===== src/hdl/cbq_pkg.sv =====
// Shared types and constants for the cascaded biquad filter.
package cbq_pkg;

    localparam int DEF_MAX_SECTIONS = 8;
    localparam int DEF_SAMPLE_WIDTH = 24;

    localparam int COEF_W    = 32;
    localparam int HIST_W    = 32;
    localparam int PROD_W    = 64;
    localparam int ACC_W     = 68;
    localparam int FRAC_BITS = 28;
    localparam int RND_W     = ACC_W - FRAC_BITS;
    localparam int CFG_ADDR_W = 3;

    localparam logic signed [COEF_W-1:0] ONE_Q = 32'sh1000_0000;
    localparam logic signed [ACC_W-1:0]  HALF_LSB = ACC_W'(68'sh800_0000);

    localparam logic [CFG_ADDR_W-1:0] REG_B0     = 3'd0;
    localparam logic [CFG_ADDR_W-1:0] REG_B1     = 3'd1;
    localparam logic [CFG_ADDR_W-1:0] REG_B2     = 3'd2;
    localparam logic [CFG_ADDR_W-1:0] REG_A1     = 3'd3;
    localparam logic [CFG_ADDR_W-1:0] REG_A2     = 3'd4;
    localparam logic [CFG_ADDR_W-1:0] REG_STAGES = 3'd5;
    localparam logic [CFG_ADDR_W-1:0] REG_ORDER  = 3'd6;
    localparam logic [CFG_ADDR_W-1:0] REG_GAIN   = 3'd7;

    localparam logic [1:0] ORDER_FIRST  = 2'd1;
    localparam logic [1:0] ORDER_SECOND = 2'd2;

    typedef enum logic [2:0] {
        TERM_B0,
        TERM_B1,
        TERM_B2,
        TERM_A1,
        TERM_A2,
        TERM_GAIN
    } term_t;

    typedef enum logic [2:0] {
        ST_IDLE,
        ST_MUL,
        ST_DRAIN,
        ST_SEC,
        ST_GMUL,
        ST_GDRAIN,
        ST_OUT
    } state_t;

    typedef struct packed {
        logic  load_x;
        logic  clr_acc;
        logic  mul_en;
        term_t term;
        logic  acc_en;
        logic  sec_write;
        logic  out_load;
    } cmd_t;

    typedef struct packed {
        logic       bypass;
        logic       first_order;
        logic [2:0] stage_count;
        logic       out_busy;
    } status_t;

endpackage


===== src/hdl/cbq_ctrl.sv =====
// Sequencer for the shared multiply-accumulate over sections and output gain.
module cbq_ctrl
    import cbq_pkg::*;
#(
    parameter int MAX_SECTIONS = DEF_MAX_SECTIONS,
    parameter int SEC_W        = 3
)
(
    input  logic             clk,
    input  logic             rst_n,
    input  logic             in_valid,
    output logic             in_ready,
    input  status_t          status,
    output cmd_t             cmd,
    output logic [SEC_W-1:0] sec
);

    localparam logic [SEC_W-1:0] LAST_MAX = SEC_W'(MAX_SECTIONS - 1);

    state_t           state_reg, state_next;
    term_t            term_reg, term_next;
    logic [SEC_W-1:0] sec_reg, sec_next;
    logic [SEC_W-1:0] last_sec;
    logic [4:0]       sc_ext;
    logic             accept;
    logic             last_term;

    assign sc_ext = {2'b00, status.stage_count};
    assign last_sec = (sc_ext >= 5'(MAX_SECTIONS - 1)) ? LAST_MAX : SEC_W'(status.stage_count);
    assign accept = in_valid && (state_reg == ST_IDLE);
    assign last_term = (term_reg == TERM_A2) || (status.first_order && (term_reg == TERM_A1));

    always_ff @(posedge clk or negedge rst_n)
    begin
        if (!rst_n)
        begin
            state_reg <= ST_IDLE;
            term_reg  <= TERM_B0;
            sec_reg   <= '0;
        end
        else
        begin
            state_reg <= state_next;
            term_reg  <= term_next;
            sec_reg   <= sec_next;
        end
    end

    always_comb
    begin
        state_next = state_reg;
        term_next  = term_reg;
        sec_next   = sec_reg;
        unique case (state_reg)
            ST_IDLE:
            begin
                if (accept)
                begin
                    state_next = status.bypass ? ST_GMUL : ST_MUL;
                    term_next  = TERM_B0;
                    sec_next   = '0;
                end
            end
            ST_MUL:
            begin
                if (last_term)
                begin
                    state_next = ST_DRAIN;
                end
                else
                begin
                    unique case (term_reg)
                        TERM_B0: term_next = TERM_B1;
                        TERM_B1: term_next = status.first_order ? TERM_A1 : TERM_B2;
                        TERM_B2: term_next = TERM_A1;
                        TERM_A1: term_next = TERM_A2;
                        default: term_next = TERM_B0;
                    endcase
                end
            end
            ST_DRAIN:
            begin
                state_next = ST_SEC;
            end
            ST_SEC:
            begin
                term_next = TERM_B0;
                if (sec_reg == last_sec)
                begin
                    state_next = ST_GMUL;
                end
                else
                begin
                    state_next = ST_MUL;
                    sec_next   = sec_reg + 1'b1;
                end
            end
            ST_GMUL:
            begin
                state_next = ST_GDRAIN;
            end
            ST_GDRAIN:
            begin
                state_next = ST_OUT;
            end
            ST_OUT:
            begin
                if (!status.out_busy)
                begin
                    state_next = ST_IDLE;
                end
            end
            default:
            begin
                state_next = ST_IDLE;
            end
        endcase
    end

    always_comb
    begin
        cmd           = '0;
        cmd.term      = term_reg;
        unique case (state_reg)
            ST_IDLE:
            begin
                cmd.load_x  = accept;
                cmd.clr_acc = accept;
            end
            ST_MUL:
            begin
                cmd.mul_en = 1'b1;
                cmd.acc_en = (term_reg != TERM_B0);
            end
            ST_DRAIN:
            begin
                cmd.acc_en = 1'b1;
            end
            ST_SEC:
            begin
                cmd.sec_write = 1'b1;
                cmd.clr_acc   = 1'b1;
            end
            ST_GMUL:
            begin
                cmd.mul_en = 1'b1;
                cmd.term   = TERM_GAIN;
            end
            ST_GDRAIN:
            begin
                cmd.acc_en = 1'b1;
            end
            ST_OUT:
            begin
                cmd.out_load = !status.out_busy;
            end
            default:
            begin
                cmd.term = term_reg;
            end
        endcase
    end

    assign in_ready = (state_reg == ST_IDLE);
    assign sec      = sec_reg;

endmodule


===== config.mk =====
export PLATFORM = sky130hd
export DESIGN_NAME = cbq_ctrl
export DESIGN_NICKNAME = d
export VERILOG_FILES = /design/src/hdl/cbq_pkg.sv /design/src/hdl/cbq_ctrl.sv
export SDC_FILE = /design/constraint.sdc
export NUM_CORES = 1
export LEC_CHECK = 0
export ABC_AREA = 1
export BUFFER_PORTS_ARGS = -buffer_cell sky130_fd_sc_hd__buf_2
export CORE_UTILIZATION = 49
export CTS_CLUSTER_DIAMETER = 50
export CTS_CLUSTER_SIZE = 8
export DETAILED_ROUTE_END_ITERATION = 10
export HOLD_SLACK_MARGIN = 0.15
export MAX_ROUTING_LAYER = met4
export PLACE_DENSITY = 0.79
export REMOVE_ABC_BUFFERS = 1
export SETUP_SLACK_MARGIN = 0.05
export SYNTH_ARGS = -nofsm -noshare
export SYNTH_HDL_FRONTEND = slang
export SYNTH_SLANG_ARGS = --single-unit

===== constraint.sdc =====
create_clock -name clk -period 1.3 [get_ports clk]
set_input_delay 0.39 -clock clk [delete_from_list [all_inputs] [get_ports clk]]
set_output_delay 0.39 -clock clk [all_outputs]
set_load 0.005 [all_outputs]

* Word-level counts from Yosys, hierarchy flattened
Index checks and enable logic that the tools add are counted.
Cells by class: $lt $le $gt $ge 1, equal/unequal tests 16, reduce and logical (&&, ||, !) cells 14, multiplexer cells 21, add/sub/neg operators 1
Operator list (count):
- 3-bit 2-to-1 mux | 10
- 3-bit case mux with 7 select lines | 1
- 3-bit by 2-bit equality test with 1-bit output (second input constant) | 4
- 3-bit equality test (second input constant) | 4
- 3-bit case mux with 4 select lines | 1
- 3-bit case mux with 3 select lines | 1
- 3-bit AND reduction | 3
- 2-bit inequality test (second input constant) | 4
- 3-bit by 1-bit equality test with 1-bit output (second input constant) | 2
- 3-bit zero test | 2
- 3-bit case mux with 2 select lines | 1
- 3-bit nonzero test | 2
- 1-bit 2-to-1 mux | 5
- 1-bit case mux with 2 select lines | 2
- 2-bit OR reduction | 2
- 3-bit by 1-bit adder with 3-bit output (second input constant) | 1
- 3-bit equality test | 1
- 3-bit greater-or-equal comparator (second input constant) | 1
- 1-bit logical AND | 2
- 2-bit by 1-bit inequality test with 1-bit output (second input constant) | 1
- 2-bit nonzero test | 1
- 1-bit zero test | 1
- 1-bit logical OR | 1
Word-level totals: output and inout port bits 13, logic and storage cells 56, register bits 9, bits of input ports 9

* Logic depth before layout (Yosys ltp)
Gate-level depths: netlist (run 1).
word-level depth 5, depth in mapped cells 9, gate-level depth less buffers 8

* Worst setup path before layout (run 1)
Ideal clock, no wire load.
kind register to output, from register state_reg[1], to output port cmd[7] in the netlist's numbering, cell stages (with the launch flop) 6, arrival time 882 ps, setup slack 28 ps, buffers on the path 0, cells stage by stage dfrtp_1 -> nor2_2 -> nand2_1 -> inv_2 -> nand2_4 -> nand2_4
RTL lines:
- from (decl) | RTL line cbq_ctrl.sv:20 | state_t state_reg, state_next;
- from (signal assigned) | RTL line cbq_ctrl.sv:43 | state_reg <= state_next;
- to (decl) | RTL line cbq_ctrl.sv:14 | output cmd_t cmd,

==> results of run 1 <==
## critical path, delay by kind of cell (launching register included)
| kind | cells | cell delay, ns |
|---|---|---|
| flip-flops | 1 | 0.45 |
| buffers and inverters | 2 | 0.17 |
| AND/OR/NAND/NOR | 4 | 0.37 |
## metrics by stage
stage / setup slack (ns) / TNS, ns / cell area (um^2) / total power, uW / hold WS, ns
final: -0.354 / -3.32 / 1180 / 2790 / 0.395
after global routing: -0.401 / -4.32 / 1180 / 2950 / 0.432
after CTS: -0.327 / -3.03 / 1060 / 2360 / 0.379
after detailed placement: -0.124 / -0.821 / 942 / 1870 / 0.256
after global placement: -0.0931 / -0.331 / 942 / 1820 / 0.257
after floorplan: -0.0305 / -0.0391 / 713 / 1290 / 0.0944
## layout make-up
type / count / area, um^2 / area share, %
sequential: 9 / 230 / 19.5
tap: 15 / 18.8 / 1.59
timing repair buffer: 45 / 333 / 28.2
inverter: 19 / 73.8 / 6.25
multi-input combinational: 70 / 499 / 42.3
clock buffer: 4 / 26.3 / 2.22
## synthesized netlist by cell type, drive strengths merged
master and count:
dfrtp 9, xor2 1, buf 1, nand4 3, inv 19, nor2 7, o21ai 8, nor4 1
ha 1, xnor2 1, nand2 37, a21oi 1, nand3 8, nor3 2
## cells in the final DEF, fill, tap and decap left out, types with 2 or more instances in the layout
cell / count
nand4_1: 2
nand2_1: 26
buf_2: 18
dfrtp_2: 4
clkbuf_4: 3
buf_6: 10
o21ai_1: 6
dfrtp_1: 5
nor2_1: 2
o21ai_2: 2
nand2_4: 6
inv_1: 10
nand2_2: 5
nor2_4: 3
nand3_2: 3
buf_4: 16
inv_2: 8
nand3_1: 3
nand3_4: 2
## repair_timing
item / in CTS / in global routing
setup buffers: 4 / 7
hold endpoints to repair: 9 / 0
endpoints found under the setup margin: 19 / 21
pin swaps: 4 / 13
hold buffers: 1 / 0
resized for setup: 15 / 23
## where the power goes
group | leakage [uW] | total [uW] | internal (uW) | switching [uW]
logic | 0.000531 | 2030 | 979 | 1060
clock network | 0.0000150 | 229 | 119 | 110
registers | 0.000113 | 523 | 383 | 140
## worst paths after layout
kind	startpoint	endpoint	slack [ns]
max	state_reg[1]	cmd[7]	-0.35
min	status[4]	term_reg[0]	0.40
max reg2reg	state_reg[1]	state_reg[2]	-0.08
min reg2reg	sec[1]	sec[1]	0.55
max in group asynchronous	rst_n	state_reg[1]	0.59
min in group asynchronous	rst_n	term_reg[1]	0.51
## kinds of logic after synthesis
group | share of synthesized area, %
AND/OR/NAND/NOR | 46.1
buffers and inverters | 11.4
AO/OA/AOI/OAI | 7.25
flip-flops | 31.1
XOR/XNOR | 2.42
adder cells (fa/ha/maj) | 1.73
## metal layers
| layer | vias up | part of all wire [%] |
|---|---|---|
| met5 | - | 0 |
| met4 | 0 | 4.6 |
| met3 | 13 | 5.2 |
| met2 | 46 | 48 |
| met1 | 397 | 42 |
| li1 | 406 | - |
==> impl_metrics.ini, run 1 <==
[sta]
clock.fmax_ghz = 0.605
finalHoldViolations = 0
period_share_pct = 127
post-route-min-period_ns = 1.65
timing.final.ws_setup_ns = -0.354
rsz0062_at_grt = true
skew_ns = 0.00412
final_max_slew_viol_count = 0
max-slew-margin-rel_pct = 82.3
worst-slew-pin-transition_ns = 0.265
setup-violations-final = 15

[finish]
fillCellCount = 67
fin_nets = 158
post-route-util_pct = 88.6
drive_gt1_share_pct = 59.2
antenna_cells = 0
syn2layout_area_growth_pct = 63.0
finalNonFillerCells = 162

[route]
drt_iter0_drc = 23
drc = 0
via_count = 862
vias_per_cell = 5.32
dr.pass1.iters = 4
wl_per_cell_um = 14.7
totalWireLength_um = 2390
drtAntennaViolNets = 0

[worst_hold_path]
holdPathStages = 3
hp-class = in -> reg

[floorplanning]
start_util_pct = 54.3
die_w_um = 40.5
io_pins = 22
chipHeight_um = 40.5
die_area_mm2 = 0.00164
core.rowCount = 13
core-area_mm2 = 0.00133

[clock_tree]
cts_tree = yes
root_buffer = clkbuf_4
numCtsBuffers = 3
clk_latency_ns = 0.27
clockBufferDepth = 2
clock_sinks = 9
clkSlewWorstSetupHoldPaths_ns = 0.07
cts_max_level = 1

[placed_design]
io_buffers = 21
dp_cells = 148
hpwl_um = 1480
gp_congestion = 0.868

[global_routing]
grt.overflow.total = 0
grt_max_degree = 10
grt.total_usage_pct = 29.5
grt_pass1_wl_um = 2990
grt_antenna_before_repair = 0
met1_usage_pct = 33.9
top_usage_layer = met2
grt_pass1_vias = 734
use_met2_pct = 47.6
gr-usage-met3_pct = 4.44

[flow_run]
maxCapViolCount = 0

[worst_setup_path]
crit_fanout = 4
cpPeakStageDelay_ns = 0.45
crit_chain = nor2_4 > nand2_2 > inv_4 > nand2_4 > nand2_4 > buf_6
cp_slowest_cell = dfrtp_2
crit_type = reg -> out
cp_data_required_time_ns = 0.91
rr_worst_depth = 9
startpoint_type = flop
cpMostUsedCell = nand2_4
cp_data_arrival_time_ns = 1.26
end_kind = primary output

[logic_synthesis]
syn_inst = 99
synth_top_cell_by_area = dfrtp_1
yosysUniqueCellTypes = 26
synth-seq-cells = 9
yosys_warnings = 0
yosysTopAreaCellShare_pct = 31.1
netlist_area_um2 = 724
synth.area.top_cells = dfrtp_1 31%, nand2_1 17%, inv_1 6.7%
ys_seq_area_share_pct = 31.1
syn_avg_cell_area_um2 = 7.32

[status]
status = finished with violations
failed_checks = setup timing

[pwr]
peakVddDrop_mv = 1.55
cellLeakagePower_uw = 0.000659
power_density_mw_per_mm2 = 2360
Note: power is estimated with default switching activity, not from simulation.
==> run 2: changes to the inputs <==
BUFFER_PORTS_ARGS = unset   (was -buffer_cell sky130_fd_sc_hd__buf_2)
CORE_UTILIZATION = 27   (was 49)
DONT_BUFFER_PORTS = 1   (was unset)
PLACE_DENSITY = 0.42   (was 0.79)
==> run 2 against run 1 <==
Effect of this change:
- worst setup slack gained 0.093 ns
- highest routed layer unchanged
- critical endpoint unchanged
- cell count is 2.5% lower
- die area grew 77%
- wire length down 17%
- largest power group unchanged
- the run still ends with setup timing left
- maximum frequency increased by 6.0%
- sequential share of layout area rose by 2.0 points
- via count is 17% lower
- clock-buffer cell count unchanged
==> impl_metrics.ini, run 2 (same netlist as run 1, synthesis figures left out) <==
[worst_setup_path]
rr_worst_depth = 8
r2r-end = sec[2]
cpPeakStageDelay_ns = 0.45
path_delay_family = flip-flops
end_kind = primary output
rrSetupSlack_ns = -0.07
cpMostUsedCell = nand2_4
crit_type = reg -> out
cp_data_required_time_ns = 0.91
crit_fanout = 4
cp_slowest_cell = dfrtp_2
r2r_start = state_reg[2]
startpoint_type = flop
cp_data_arrival_time_ns = 1.17
crit_chain = nor2_4 > nand2_2 > inv_2 > nand2_4 > nand2_4
crit_buf_inv = 1

[sta]
finalHoldViolations = 0
setup_tns_ns = -2.55
post-route-min-period_ns = 1.56
skew_ns = 0.00544
max-slew-margin-rel_pct = 67.7
whs_ns = 0.246
setup-violations-final = 17
final_max_slew_viol_count = 0
rsz0062_at_grt = true
period_share_pct = 120
clock.fmax_ghz = 0.641
worst-slew-pin-transition_ns = 0.483
timing.final.ws_setup_ns = -0.260

[finish]
postLayoutCellArea_mm2 = 0.00106
syn2layout_area_growth_pct = 46.8
post-route-util_pct = 42.5
fillCellCount = 256
finalNonFillerCells = 158
drive_gt1_share_pct = 48.4
final_cell_mix = 31 x nand2_1, 21 x buf_4, 11 x inv_1
final_common_cell = nand2_1
antenna_cells = 0
fin_nets = 139

[global_routing]
grt.overflow.total = 0
grt_pass1_vias = 720
grt_antenna_before_repair = 0
grt_pass1_wl_um = 3120
grt.total_usage_pct = 16.0
grt_max_degree = 10

[clock_tree]
clk_latency_ns = 0.27
clock_sinks = 9
cts_max_level = 1
clockBufferDepth = 2
clkSlewWorstSetupHoldPaths_ns = 0.07
cts_tree = yes
root_buffer = clkbuf_4
numCtsBuffers = 3

[floorplanning]
core-area_mm2 = 0.00250
start_util_pct = 29.0
core.rowCount = 18
die_w_um = 53.8
io_pins = 22
chipHeight_um = 53.8
die_area_mm2 = 0.00289

[route]
drt_iter0_drc = 5
drc = 0
wl_per_cell_um = 12.5
dr.pass1.iters = 3
vias_per_cell = 4.51
via_count = 712
drtAntennaViolNets = 0
totalWireLength_um = 1970

[pwr]
peakVddDrop_mv = 1.08
power_density_mw_per_mm2 = 2290
cellLeakagePower_uw = 0.000560

[worst_hold_path]
holdPathStages = 2
hold_path_end = term_reg[0]
min-delay-start = status[4]
hp-class = in -> reg

[flow_run]
maxCapViolCount = 0

[placed_design]
gp_congestion = 0.850
place_area_um2 = 861
hpwl_um = 1410
dp_cells = 141
io_buffers = 0

[status]
failed_checks = setup timing
status = finished with violations
run 2: cell types whose count changed in the layout (fill, tap and decap cells not counted), sizes merged:
| cell | before | now |
|---|---|---|
| buf | 44 | 25 |
run 2: area by class of cell:
cell class / instances / area, um^2 / share of cell area (%)
Tap cell: 30 / 37.5 / 3.53
Clock buffer: 4 / 26.3 / 2.47
Multi-Input combinational cell: 70 / 478 / 44.9
Inverter: 19 / 71.3 / 6.71
Timing Repair Buffer: 26 / 221 / 20.8
Sequential cell: 9 / 229 / 21.5
run 2: how the worst max path moves through the flow:
stage | slack, ns | start | cells after the start | end
2_1_floorplan | -0.03 | state_reg[2] | 5 | cmd[7]
3_3_place_gp | -0.03 | state_reg[0] | 5 | cmd[7]
3_5_place_dp | -0.03 | state_reg[0] | 5 | cmd[7]
4_1_cts | -0.27 | state_reg[0] | 5 | cmd[7]
5_1_grt | -0.32 | state_reg[1] | 5 | cmd[7]
6_report | -0.26 | state_reg[1] | 5 | cmd[7]
run 2: repair_timing:
action                                  CTS  global route
endpoints found under the hold margin     9             0
pin swaps                                 6             5
setup buffers                             6             7
hold buffers                              1             0
resized for setup                        11            11
endpoints found under the setup margin   16            19
run 2: routing by layer:
layer	track usage [%]	vias to the layer above	wire length (um)
li1	-	367	-
met4	3.95	0	25
met1	18.5	330	832
met3	5.37	4	84
met2	26.5	11	1030
met5	-	-	0
run 2: stage by stage:
step	power, uW	setup slack, ns
after floorplan	1290	-0.0305
after global placement	1690	-0.0278
after detailed placement	1690	-0.0309
after CTS	2170	-0.274
after global routing	2660	-0.320
final	2440	-0.260
run 2: power by group:
group	switching, uW	total [uW]	internal [uW]
Combinational	882	1690	812
Sequential	136	516	381
Clock	110	229	119
Total	1130	2440	1310
run 2: worst register-to-register path, stage by stage, from the launching register on:
cell and delay, ns:
dfrtp_2 0.44, buf_4 0.17, nor2_8 0.13, buf_6 0.12, buf_12 0.10, nand4_4 0.11, nand2_4 0.11, nand2_1 0.06
o21ai_2 0.06
